**config.mk**
```make
export PLATFORM = sky130hd
export DESIGN_NAME = mhpq_ctrl
export DESIGN_NICKNAME = d
export VERILOG_FILES = /design/src/sv/mhpq_pkg.sv /design/src/sv/mhpq_ctrl.sv
export SDC_FILE = /design/constraint.sdc
export NUM_CORES = 1
export LEC_CHECK = 0
export BUFFER_PORTS_ARGS = -buffer_cell sky130_fd_sc_hd__buf_2
export CORE_AREA = 2 2 39 41
export CTS_CLUSTER_DIAMETER = 120
export DETAILED_ROUTE_END_ITERATION = 10
export DIE_AREA = 0 0 41 43
export PLACE_DENSITY_LB_ADDON = 0.3
export SYNTH_ARGS = -nofsm -noshare
export SYNTH_HDL_FRONTEND = slang
export SYNTH_SLANG_ARGS = --single-unit
export TNS_END_PERCENT = 5
```
**constraint.sdc**
```tcl
create_clock -name clk -period 4.2 [get_ports clk]
set_clock_uncertainty 0.05 [all_clocks]
set_input_delay 0.84 -clock clk [delete_from_list [all_inputs] [get_ports clk]]
set_output_delay 0.84 -clock clk [all_outputs]
set_load 0.01 [all_outputs]
```
**src/sv/mhpq_pkg.sv**
```systemverilog
// Shared types, constants and codes for the max-heap priority queue.
`default_nettype none

package mhpq_pkg;

    localparam int unsigned CAPACITY_DEF = 1024;
    localparam int unsigned VAL_W        = 31;
    localparam int unsigned STATUS_W     = 2;
    localparam int unsigned TDATA_W      = 32;

    // Result status codes
    localparam logic [STATUS_W-1:0] STATUS_POPPED = 2'd0;
    localparam logic [STATUS_W-1:0] STATUS_EMPTY  = 2'd1;
    localparam logic [STATUS_W-1:0] STATUS_FULL   = 2'd2;

    // Request kinds
    localparam logic CMD_INSERT = 1'b0;
    localparam logic CMD_POP    = 1'b1;

    typedef enum logic [3:0] {
        OP_NONE,
        OP_INS_START,
        OP_UP_READ,
        OP_UP_MOVE,
        OP_PUT_HOLD,
        OP_POP_READ,
        OP_POP_LOAD,
        OP_DN_READ,
        OP_DN_MOVE,
        OP_EMIT
    } op_t;

    typedef enum logic [3:0] {
        ST_IDLE,
        ST_UP_CHK,
        ST_UP_CMP,
        ST_POP_RD,
        ST_POP_LD,
        ST_DN_CHK,
        ST_DN_CMP,
        ST_EMIT_POP,
        ST_EMIT_EMPTY,
        ST_EMIT_FULL
    } state_t;

    typedef struct packed {
        op_t                 op;
        logic [STATUS_W-1:0] res_status;
    } dp_cmd_t;

    typedef struct packed {
        logic full;
        logic empty;
        logic pos_gt1;
        logic up_move;
        logic dn_has_child;
        logic dn_move;
        logic out_free;
    } dp_stat_t;

endpackage

`default_nettype wire

```
**src/sv/mhpq_ctrl.sv**
```systemverilog
// Sequencing state machine for insert sift-up and pop sift-down.
`default_nettype none

module mhpq_ctrl
(
    input  wire logic              clk,
    input  wire logic              rst_n,
    input  wire logic              in_valid,
    input  wire logic              in_cmd,
    output logic                   in_ready,
    input  wire mhpq_pkg::dp_stat_t stat,
    output mhpq_pkg::dp_cmd_t      cmd
);

    mhpq_pkg::state_t state_reg;
    mhpq_pkg::state_t state_next;

    always_ff @(posedge clk or negedge rst_n)
    begin
        if (!rst_n)
        begin
            state_reg <= mhpq_pkg::ST_IDLE;
        end
        else
        begin
            state_reg <= state_next;
        end
    end

    always_comb
    begin
        state_next     = state_reg;
        cmd.op         = mhpq_pkg::OP_NONE;
        cmd.res_status = mhpq_pkg::STATUS_POPPED;
        in_ready       = 1'b0;
        unique case (state_reg)
            mhpq_pkg::ST_IDLE:
            begin
                in_ready = 1'b1;
                if (in_valid)
                begin
                    if (in_cmd == mhpq_pkg::CMD_INSERT)
                    begin
                        if (stat.full)
                        begin
                            state_next = mhpq_pkg::ST_EMIT_FULL;
                        end
                        else
                        begin
                            cmd.op     = mhpq_pkg::OP_INS_START;
                            state_next = mhpq_pkg::ST_UP_CHK;
                        end
                    end
                    else if (stat.empty)
                    begin
                        state_next = mhpq_pkg::ST_EMIT_EMPTY;
                    end
                    else
                    begin
                        state_next = mhpq_pkg::ST_POP_RD;
                    end
                end
            end
            mhpq_pkg::ST_UP_CHK:
            begin
                if (stat.pos_gt1)
                begin
                    cmd.op     = mhpq_pkg::OP_UP_READ;
                    state_next = mhpq_pkg::ST_UP_CMP;
                end
                else
                begin
                    cmd.op     = mhpq_pkg::OP_PUT_HOLD;
                    state_next = mhpq_pkg::ST_IDLE;
                end
            end
            mhpq_pkg::ST_UP_CMP:
            begin
                if (stat.up_move)
                begin
                    cmd.op     = mhpq_pkg::OP_UP_MOVE;
                    state_next = mhpq_pkg::ST_UP_CHK;
                end
                else
                begin
                    cmd.op     = mhpq_pkg::OP_PUT_HOLD;
                    state_next = mhpq_pkg::ST_IDLE;
                end
            end
            mhpq_pkg::ST_POP_RD:
            begin
                cmd.op     = mhpq_pkg::OP_POP_READ;
                state_next = mhpq_pkg::ST_POP_LD;
            end
            mhpq_pkg::ST_POP_LD:
            begin
                cmd.op     = mhpq_pkg::OP_POP_LOAD;
                state_next = mhpq_pkg::ST_DN_CHK;
            end
            mhpq_pkg::ST_DN_CHK:
            begin
                if (stat.dn_has_child)
                begin
                    cmd.op     = mhpq_pkg::OP_DN_READ;
                    state_next = mhpq_pkg::ST_DN_CMP;
                end
                else
                begin
                    cmd.op     = mhpq_pkg::OP_PUT_HOLD;
                    state_next = mhpq_pkg::ST_EMIT_POP;
                end
            end
            mhpq_pkg::ST_DN_CMP:
            begin
                if (stat.dn_move)
                begin
                    cmd.op     = mhpq_pkg::OP_DN_MOVE;
                    state_next = mhpq_pkg::ST_DN_CHK;
                end
                else
                begin
                    cmd.op     = mhpq_pkg::OP_PUT_HOLD;
                    state_next = mhpq_pkg::ST_EMIT_POP;
                end
            end
            mhpq_pkg::ST_EMIT_POP:
            begin
                cmd.res_status = mhpq_pkg::STATUS_POPPED;
                if (stat.out_free)
                begin
                    cmd.op     = mhpq_pkg::OP_EMIT;
                    state_next = mhpq_pkg::ST_IDLE;
                end
            end
            mhpq_pkg::ST_EMIT_EMPTY:
            begin
                cmd.res_status = mhpq_pkg::STATUS_EMPTY;
                if (stat.out_free)
                begin
                    cmd.op     = mhpq_pkg::OP_EMIT;
                    state_next = mhpq_pkg::ST_IDLE;
                end
            end
            mhpq_pkg::ST_EMIT_FULL:
            begin
                cmd.res_status = mhpq_pkg::STATUS_FULL;
                if (stat.out_free)
                begin
                    cmd.op     = mhpq_pkg::OP_EMIT;
                    state_next = mhpq_pkg::ST_IDLE;
                end
            end
            default:
            begin
                state_next = mhpq_pkg::ST_IDLE;
            end
        endcase
    end

endmodule

`default_nettype wire

```
; After elaboration in Yosys (flattened, before gate mapping)
; Cells that the tools add are included.
[op_classes]
eq_ne = 11
muxes = 21
n_reduce_logical = 3
[ops]
columns = cell, n
row1 = one-hot mux 4 bit (8 select lines), 2
row2 = two-way mux 4 bit, 7
row3 = "equality test 4 x 3 -> 1 bit, second input constant", 4
row4 = "equality test 4 x 2 -> 1 bit, second input constant", 2
row5 = "equality test 4 bit, second input constant", 2
row6 = two-way mux 1 bit, 6
row7 = two-way mux 2 bit, 3
row8 = two-way mux 3 bit, 2
row9 = "equality test 4 x 1 -> 1 bit, second input constant", 1
row10 = logical NOT 4 bit, 1
row11 = one-hot mux 2 bit (2 select lines), 1
row12 = OR reduction 3 bit, 1
row13 = "!= test 2 x 1 -> 1 bit, second input constant", 1
row14 = "!= test 2 bit, second input constant", 1
row15 = AND reduction 2 bit, 1
[word_totals]
out_inout_bits = 7
reg_bits = 4

; Depth between registers and ports, before layout
; Gate-level depths: netlist of the first run.
[depth]
depth_word = 4
ltp_mapped = 6
mapped_depth_nobuf = 4

; Worst setup path before layout of the first run
; No wires, ideal clock.
[synth_path]
kind = input -> output
from = input port stat[3] (netlist name)
to = output port cmd[2] (netlist name)
path_slack_ns = 1.782
arrival_ns = 1.528
stages = 4
path_buffers = 0
required_ns = 3.310
cell_sequence = nand2b_4 > or3b_4 > a21oi_2 > a221o_1
[synth_rtl]
columns = element, line
row1 = "start, declared", mhpq_ctrl.sv:11  ; input wire mhpq_pkg::dp_stat_t stat,
row2 = "end, declared", mhpq_ctrl.sv:12  ; output mhpq_pkg::dp_cmd_t cmd

==> run_summary.xml, run 1 <==
<?xml version="1.0" encoding="UTF-8"?>
<metrics>
  <group name="drt">
    <metric name="avgRoutedWirePerCell" unit="µm">12.9</metric>
    <metric name="met2_wirelength" unit="µm">540</metric>
    <metric name="routed_wire_length" unit="mm">1.12</metric>
    <metric name="detail_route.vias_per_cell" unit="">5.86</metric>
    <metric name="route.detailed.drc" unit="">0</metric>
    <metric name="met3WireLength" unit="µm">49</metric>
    <metric name="wl_met1" unit="µm">522</metric>
    <metric name="top_signal_layer_used" unit="">met4</metric>
    <metric name="drt-pass1-iter-count" unit="">4</metric>
    <metric name="detailedRoute.firstIterationViolations" unit="">18</metric>
    <metric name="detail-route-antenna-nets" unit="">0</metric>
    <metric name="vias" unit="">510</metric>
  </group>
  <group name="yosys">
    <metric name="synthesis.area_per_instance" unit="µm²">8.27</metric>
    <metric name="fraction_of_the_yosys_area_taken_by_sequential_cells" unit="%">21.6</metric>
    <metric name="syn-cell-area" unit="µm²">463</metric>
    <metric name="synth_fp_nets" unit="">67</metric>
    <metric name="yosys_reg_bits" unit="">4</metric>
    <metric name="synth_top_area_share" unit="%">21.6</metric>
    <metric name="synthesis.yosys.warnings" unit="">0</metric>
    <metric name="number_of_synthesized_flops_with_an_enable_pin" unit="">0</metric>
    <metric name="synth.top_cells.by_area" unit="">sky130_fd_sc_hd__dfrtp_1 (22%), sky130_fd_sc_hd__buf_2 (4.3%), sky130_fd_sc_hd__nor3_1 (4.3%)</metric>
    <metric name="synth_cell_type_count" unit="">34</metric>
    <metric name="netlist.top_cell.by_area" unit="">sky130_fd_sc_hd__dfrtp_1</metric>
    <metric name="synthFlopType" unit="">sky130_fd_sc_hd__dfrtp_1</metric>
    <metric name="synth_async_sr_flop_share" unit="%">100</metric>
    <metric name="synthesis.instances" unit="">56</metric>
  </group>
  <group name="die">
    <metric name="pin_count" unit="">18</metric>
    <metric name="core.rowCount" unit="">14</metric>
    <metric name="die-height" unit="µm">43</metric>
    <metric name="floorplan.die.width" unit="µm">41</metric>
    <metric name="initial_utilization" unit="%">33.5</metric>
    <metric name="floorplan.core_area" unit="µm²">1380</metric>
    <metric name="die-area" unit="µm²">1760</metric>
  </group>
  <group name="sta">
    <metric name="worst_pin_slew" unit="ps">642</metric>
    <metric name="slew_headroom" unit="%">57.2</metric>
    <metric name="timing.final.crit_share" unit="%">64.9</metric>
    <metric name="timing.final.max_slew_violations" unit="">0</metric>
    <metric name="fin_crit" unit="ps">2730</metric>
    <metric name="setup_repair_after_global_routing_missed_its_margin" unit="">false</metric>
    <metric name="fmax" unit="MHz">367</metric>
    <metric name="hold_violations" unit="">0</metric>
    <metric name="setup-tns-final" unit="ps">0</metric>
    <metric name="setup_violations" unit="">0</metric>
  </group>
  <group name="global_route">
    <metric name="grt-ovfl-total" unit="">0</metric>
    <metric name="grt.total_usage" unit="%">15.3</metric>
    <metric name="grt_first_pass_wirelength" unit="mm">1.86</metric>
    <metric name="vias_in_the_first_global_route" unit="">411</metric>
    <metric name="grt_start_max_net_pins" unit="">23</metric>
    <metric name="grt_antenna_before_repair" unit="">0</metric>
  </group>
  <group name="layout">
    <metric name="finalInstanceArea" unit="µm²">559</metric>
    <metric name="num_antenna_cells" unit="">0</metric>
    <metric name="fraction_of_final_layout_cells_with_drive_strength_greater_than_1" unit="%">38.0</metric>
    <metric name="area_growth" unit="%">20.8</metric>
    <metric name="final-instance-count-excl-fill" unit="">87</metric>
    <metric name="nets" unit="">84</metric>
    <metric name="fill_cell_total_of_the_finished_layout" unit="">142</metric>
    <metric name="largest_register_ffs" unit="">4</metric>
  </group>
  <group name="flow_run">
    <metric name="count_of_maximum_capacitance_violations" unit="">0</metric>
  </group>
  <group name="clock_tree">
    <metric name="cts-hold-fix-buffers" unit="">0</metric>
    <metric name="cts_post_setup_buffers_inserted" unit="">0</metric>
    <metric name="clock_sink_count" unit="">4</metric>
    <metric name="ctsLongestPathBuffers" unit="">2</metric>
    <metric name="cts-buffers-inserted" unit="">3</metric>
    <metric name="cts-root-buf" unit="">sky130_fd_sc_hd__clkbuf_4</metric>
    <metric name="clkTransAtPathRegs" unit="ps">40</metric>
    <metric name="cts.repair.resized" unit="">0</metric>
    <metric name="tritoncts_clock_tree" unit="">done</metric>
    <metric name="htree_levels" unit="">1</metric>
    <metric name="worst_skew_pair_later_pin_latency" unit="ps">230</metric>
  </group>
  <group name="placement">
    <metric name="total_placed_instance_area" unit="µm²">537</metric>
    <metric name="place.detailed.instances" unit="">84</metric>
    <metric name="place_congestion" unit="">0.858</metric>
    <metric name="hpwlAfterDp" unit="µm">829</metric>
    <metric name="io_buffer_count" unit="">17</metric>
  </group>
  <group name="setup_path">
    <metric name="start_kind" unit="">flop</metric>
    <metric name="required_time_at_the_endpoint_of_the_critical_path" unit="ps">3310</metric>
    <metric name="critical_path_class" unit="">flop to output pin</metric>
    <metric name="worst_ep_arrival_time" unit="ps">1840</metric>
    <metric name="critical_path.reg2reg.endpoint" unit="">state_reg[1]</metric>
    <metric name="end_kind" unit="">output pin</metric>
    <metric name="timing.reg2reg.setup_slack" unit="ps">2590</metric>
    <metric name="path_max_fanout" unit="">22</metric>
    <metric name="worstReg2RegStart" unit="">state_reg[1]</metric>
    <metric name="r2r_cells" unit="">4</metric>
  </group>
  <group name="run_status">
    <metric name="status" unit="">finished clean</metric>
  </group>
  <group name="min_path">
    <metric name="worst_hold_path_type" unit="">primary input to async pin</metric>
  </group>
  <group name="power_and_ir_drop">
    <metric name="vdd_drop_max" unit="V">0.000195</metric>
    <metric name="cellPowerDensity" unit="nW/µm²">676</metric>
    <metric name="leakage" unit="nW">0.262</metric>
  </group>
</metrics>
==> metal layers <==
metal  global-route usage, %  vias up
met4                    8.00        0
met3                    3.66        2
li1                        -      252
met2                    17.8       15
met5                       0        -
met1                    24.8      241
==> critical path: stages (launching register included) <==
cell and delay (ps):
sky130_fd_sc_hd__dfrtp_1 740, sky130_fd_sc_hd__or3b_4 460, sky130_fd_sc_hd__a21oi_2 150, sky130_fd_sc_hd__a221o_1 120, sky130_fd_sc_hd__buf_2 120
==> area by class of cell <==
type,count,area (µm²),share of cell area [%]
repair buffers,17,85.1,15.2
flip-flops and latches,4,100,17.9
multi-input cells,45,324,57.9
inverters,2,7.51,1.34
well taps,16,20.0,3.58
clock buffers,3,22.5,4.03
==> power breakdown <==
group	internal [W]	switching, W	total, W	leakage (nW)
Sequential	0.0000541	0.0000698	0.000124	0.0506
Clock	0.0000319	0.0000153	0.0000472	0.0138
Combinational	0.000110	0.0000976	0.000207	0.198
==> worst max-delay path by stage <==
stage                     slack [ps]  endpoint  depth (start not counted)         start
after floorplan                 1780    cmd[2]                          4       stat[3]
after global placement          1560    cmd[2]                          6       stat[3]
after detailed placement        1560    cmd[2]                          6       stat[3]
after CTS                       1470    cmd[2]                          4  state_reg[1]
after global routing            1310    cmd[3]                          5  state_reg[0]
final                           1470    cmd[2]                          4  state_reg[1]
==> cells by family after synthesis <==
logic type      count (synthesis)  share of synthesized area, %
simple gates                   25                          34.6
compound gates                 18                          30.8
buf+inv                         7                          8.38
flops                           4                          21.6
mux                             2                          4.59
==> cells in the mapped netlist (2+ instances only) <==
cell	number
sky130_fd_sc_hd__dfrtp_1	4
sky130_fd_sc_hd__nand2_1	3
sky130_fd_sc_hd__nand3_1	3
sky130_fd_sc_hd__nand3b_1	2
sky130_fd_sc_hd__o211a_1	2
sky130_fd_sc_hd__inv_1	2
sky130_fd_sc_hd__nor3_1	4
sky130_fd_sc_hd__a21oi_1	3
sky130_fd_sc_hd__buf_2	4
sky130_fd_sc_hd__o32ai_1	2
sky130_fd_sc_hd__nor2_1	3
sky130_fd_sc_hd__o21ai_0	2
==> stage by stage <==
step	worst slack [ps]	hold WS [ps]	util (%)	power (W)
2_1_floorplan	1780	494	-	0.000284
3_3_place_gp	1560	597	38.8	0.000331
3_5_place_dp	1560	596	38.8	0.000331
4_1_cts	1470	348	40.4	0.000380
5_1_grt	1310	345	40.4	0.000417
6_report	1470	350	40.4	0.000378
==> cell usage in the layout (no fill, tap or decap), drive strengths merged, types with 3 or more instances in the layout <==
cell type,instances
nor3,4
a21oi,4
dfrtp,4
nand3,3
o21ai,3
nand2,3
nor2,3
clkbuf,3
buf,17
No activity file was read; power rests on OpenSTA's default activity.
==> run 2: changes to the inputs <==
==> constraint.sdc (replaced) <==
create_clock -name clk -period 2.3 [get_ports clk]
set_clock_uncertainty 0.05 [all_clocks]
set_input_delay 0.46 -clock clk [delete_from_list [all_inputs] [get_ports clk]]
set_output_delay 0.46 -clock clk [all_outputs]
set_load 0.01 [all_outputs]
==> run_summary.xml, run 2 (synthesis results as in run 1) <==
<?xml version="1.0" encoding="UTF-8"?>
<metrics>
  <group name="global_route">
    <metric name="grt.total_usage" unit="%">15.5</metric>
    <metric name="grt_most_used_layer" unit="">met1</metric>
    <metric name="vias_in_the_first_global_route" unit="">430</metric>
    <metric name="grt-ovfl-total" unit="">0</metric>
    <metric name="grtUsageMet1" unit="%">21.3</metric>
    <metric name="grt_first_pass_wirelength" unit="mm">1.85</metric>
    <metric name="met2_usage" unit="%">20.0</metric>
    <metric name="grt_start_max_net_pins" unit="">13</metric>
    <metric name="grt.met3_usage" unit="%">5.24</metric>
    <metric name="grt_antenna_before_repair" unit="">0</metric>
  </group>
  <group name="setup_path">
    <metric name="worst_ep_arrival_time" unit="ps">1650</metric>
    <metric name="path_max_fanout" unit="">12</metric>
    <metric name="critical_path_cell_by_cell" unit="">nand2b_4 &gt; or3b_4 &gt; a21oi_2 &gt; nand3b_1 &gt; buf_2</metric>
    <metric name="start_kind" unit="">flop</metric>
    <metric name="slowest_stage" unit="">sky130_fd_sc_hd__dfrtp_2</metric>
    <metric name="required_time_at_the_endpoint_of_the_critical_path" unit="ps">1790</metric>
    <metric name="timing.reg2reg.setup_slack" unit="ps">690</metric>
    <metric name="highest_cell_delay_on_the_worst_timing_path" unit="ps">480</metric>
    <metric name="critical_path_class" unit="">flop to output pin</metric>
    <metric name="end_kind" unit="">output pin</metric>
  </group>
  <group name="drt">
    <metric name="drt-pass1-iter-count" unit="">4</metric>
    <metric name="detail-route-antenna-nets" unit="">0</metric>
    <metric name="avgRoutedWirePerCell" unit="µm">12.1</metric>
    <metric name="vias" unit="">522</metric>
    <metric name="detailedRoute.firstIterationViolations" unit="">8</metric>
    <metric name="detail_route.vias_per_cell" unit="">5.61</metric>
    <metric name="route.detailed.drc" unit="">0</metric>
    <metric name="routed_wire_length" unit="mm">1.13</metric>
  </group>
  <group name="layout">
    <metric name="nets" unit="">90</metric>
    <metric name="mostFrequentLayoutCell" unit="">sky130_fd_sc_hd__buf_2</metric>
    <metric name="final-instance-count-excl-fill" unit="">93</metric>
    <metric name="fraction_of_final_layout_cells_with_drive_strength_greater_than_1" unit="%">42.9</metric>
    <metric name="largest_register_ffs" unit="">4</metric>
    <metric name="num_antenna_cells" unit="">0</metric>
    <metric name="layout_common_cells" unit="">sky130_fd_sc_hd__buf_2 (17), sky130_fd_sc_hd__buf_4 (5), sky130_fd_sc_hd__nor3_1 (4)</metric>
    <metric name="area_growth" unit="%">31.4</metric>
    <metric name="finish.utilization" unit="%">43.9</metric>
  </group>
  <group name="sta">
    <metric name="worst_pin_slew" unit="ps">344</metric>
    <metric name="slew_headroom" unit="%">77.0</metric>
    <metric name="fin_crit" unit="ps">2160</metric>
    <metric name="setup_violations" unit="">0</metric>
    <metric name="timing.final.max_slew_violations" unit="">0</metric>
    <metric name="timing.final.crit_share" unit="%">93.8</metric>
    <metric name="setup-tns-final" unit="ps">0</metric>
    <metric name="fmax" unit="MHz">464</metric>
    <metric name="setup_repair_after_global_routing_missed_its_margin" unit="">false</metric>
    <metric name="hold_violations" unit="">0</metric>
  </group>
  <group name="clock_tree">
    <metric name="clkTransAtPathRegs" unit="ps">40</metric>
    <metric name="cts_post_setup_buffers_inserted" unit="">0</metric>
    <metric name="ctsLongestPathBuffers" unit="">2</metric>
    <metric name="cts-buffers-inserted" unit="">3</metric>
    <metric name="worst_skew_pair_later_pin_latency" unit="ps">240</metric>
    <metric name="htree_levels" unit="">1</metric>
    <metric name="cts-root-buf" unit="">sky130_fd_sc_hd__clkbuf_4</metric>
    <metric name="tritoncts_clock_tree" unit="">done</metric>
    <metric name="clock_sink_count" unit="">4</metric>
  </group>
  <group name="die">
    <metric name="floorplan.die.width" unit="µm">41</metric>
    <metric name="core.rowCount" unit="">14</metric>
    <metric name="initial_utilization" unit="%">33.5</metric>
    <metric name="die-height" unit="µm">43</metric>
    <metric name="pin_count" unit="">18</metric>
    <metric name="floorplan.core_area" unit="µm²">1380</metric>
    <metric name="die-area" unit="µm²">1760</metric>
  </group>
  <group name="power_and_ir_drop">
    <metric name="cellPowerDensity" unit="nW/µm²">1240</metric>
    <metric name="leakage" unit="nW">0.290</metric>
    <metric name="vdd_drop_max" unit="V">0.000418</metric>
  </group>
  <group name="run_status">
    <metric name="status" unit="">finished clean</metric>
  </group>
  <group name="placement">
    <metric name="place_congestion" unit="">0.848</metric>
    <metric name="place.detailed.instances" unit="">89</metric>
    <metric name="io_buffer_count" unit="">17</metric>
    <metric name="hpwlAfterDp" unit="µm">879</metric>
  </group>
  <group name="min_path">
    <metric name="worst_hold_path_type" unit="">primary input to flop</metric>
  </group>
  <group name="flow_run">
    <metric name="count_of_maximum_capacitance_violations" unit="">0</metric>
  </group>
</metrics>
run 2: per-stage QoR:
stage               total power, W  hold WS, ps  cell area, µm²  setup slack [ps]
floorplan                 0.000519          114             463               534
global placement          0.000661          217             574               375
detailed placement        0.000660          219             574               342
CTS                       0.000751          458             607              86.9
global route              0.000821          476             608              43.0
finish                    0.000752          461             608               143
run 2: routing by layer:
metal | vias up | part of all wire [%] | routed length, µm
li1 | 260 | - | -
met1 | 242 | 45 | 505
met2 | 16 | 48 | 544
met3 | 4 | 5.6 | 63
met4 | 0 | 1.3 | 15
met5 | - | 0 | 0
run 2: worst paths after layout:
check / from / cells after the start / endpoint
max: state_reg[0] / 5 / cmd[3]
min: in_valid / 3 / state_reg[3]
max reg2reg: state_reg[1] / 5 / state_reg[1]
min reg2reg: state_reg[3] / 1 / state_reg[2]
max in group asynchronous: rst_n / 2 / state_reg[0]
min in group asynchronous: rst_n / 2 / state_reg[2]
run 2: what timing repair did:
action / in CTS / in global routing
setup endpoints to repair: 0 / 2
resized for setup: 0 / 1
hold endpoints to repair: 4 / 0
hold buffers: 1 / 0
run 2: cell type report:
cell class	count	area (µm²)
inverters	2	7.51
clock buffers	3	22.5
well taps	16	20.0
fillers	144	776
flip-flops and latches	4	101
multi-input cells	45	324
repair buffers	23	133
run 2: worst max-delay path, delay by kind of cell, from the launching register on:
family	cells	cell delay, ps
simple gates	3	660
buf+inv	1	130
compound gates	1	140
flops	1	480
run 2: where the power goes:
group | switching (W) | total (W) | internal, W
clock network | 0.0000301 | 0.0000886 | 0.0000585
registers | 0.0000740 | 0.000176 | 0.000102
logic | 0.000238 | 0.000487 | 0.000249
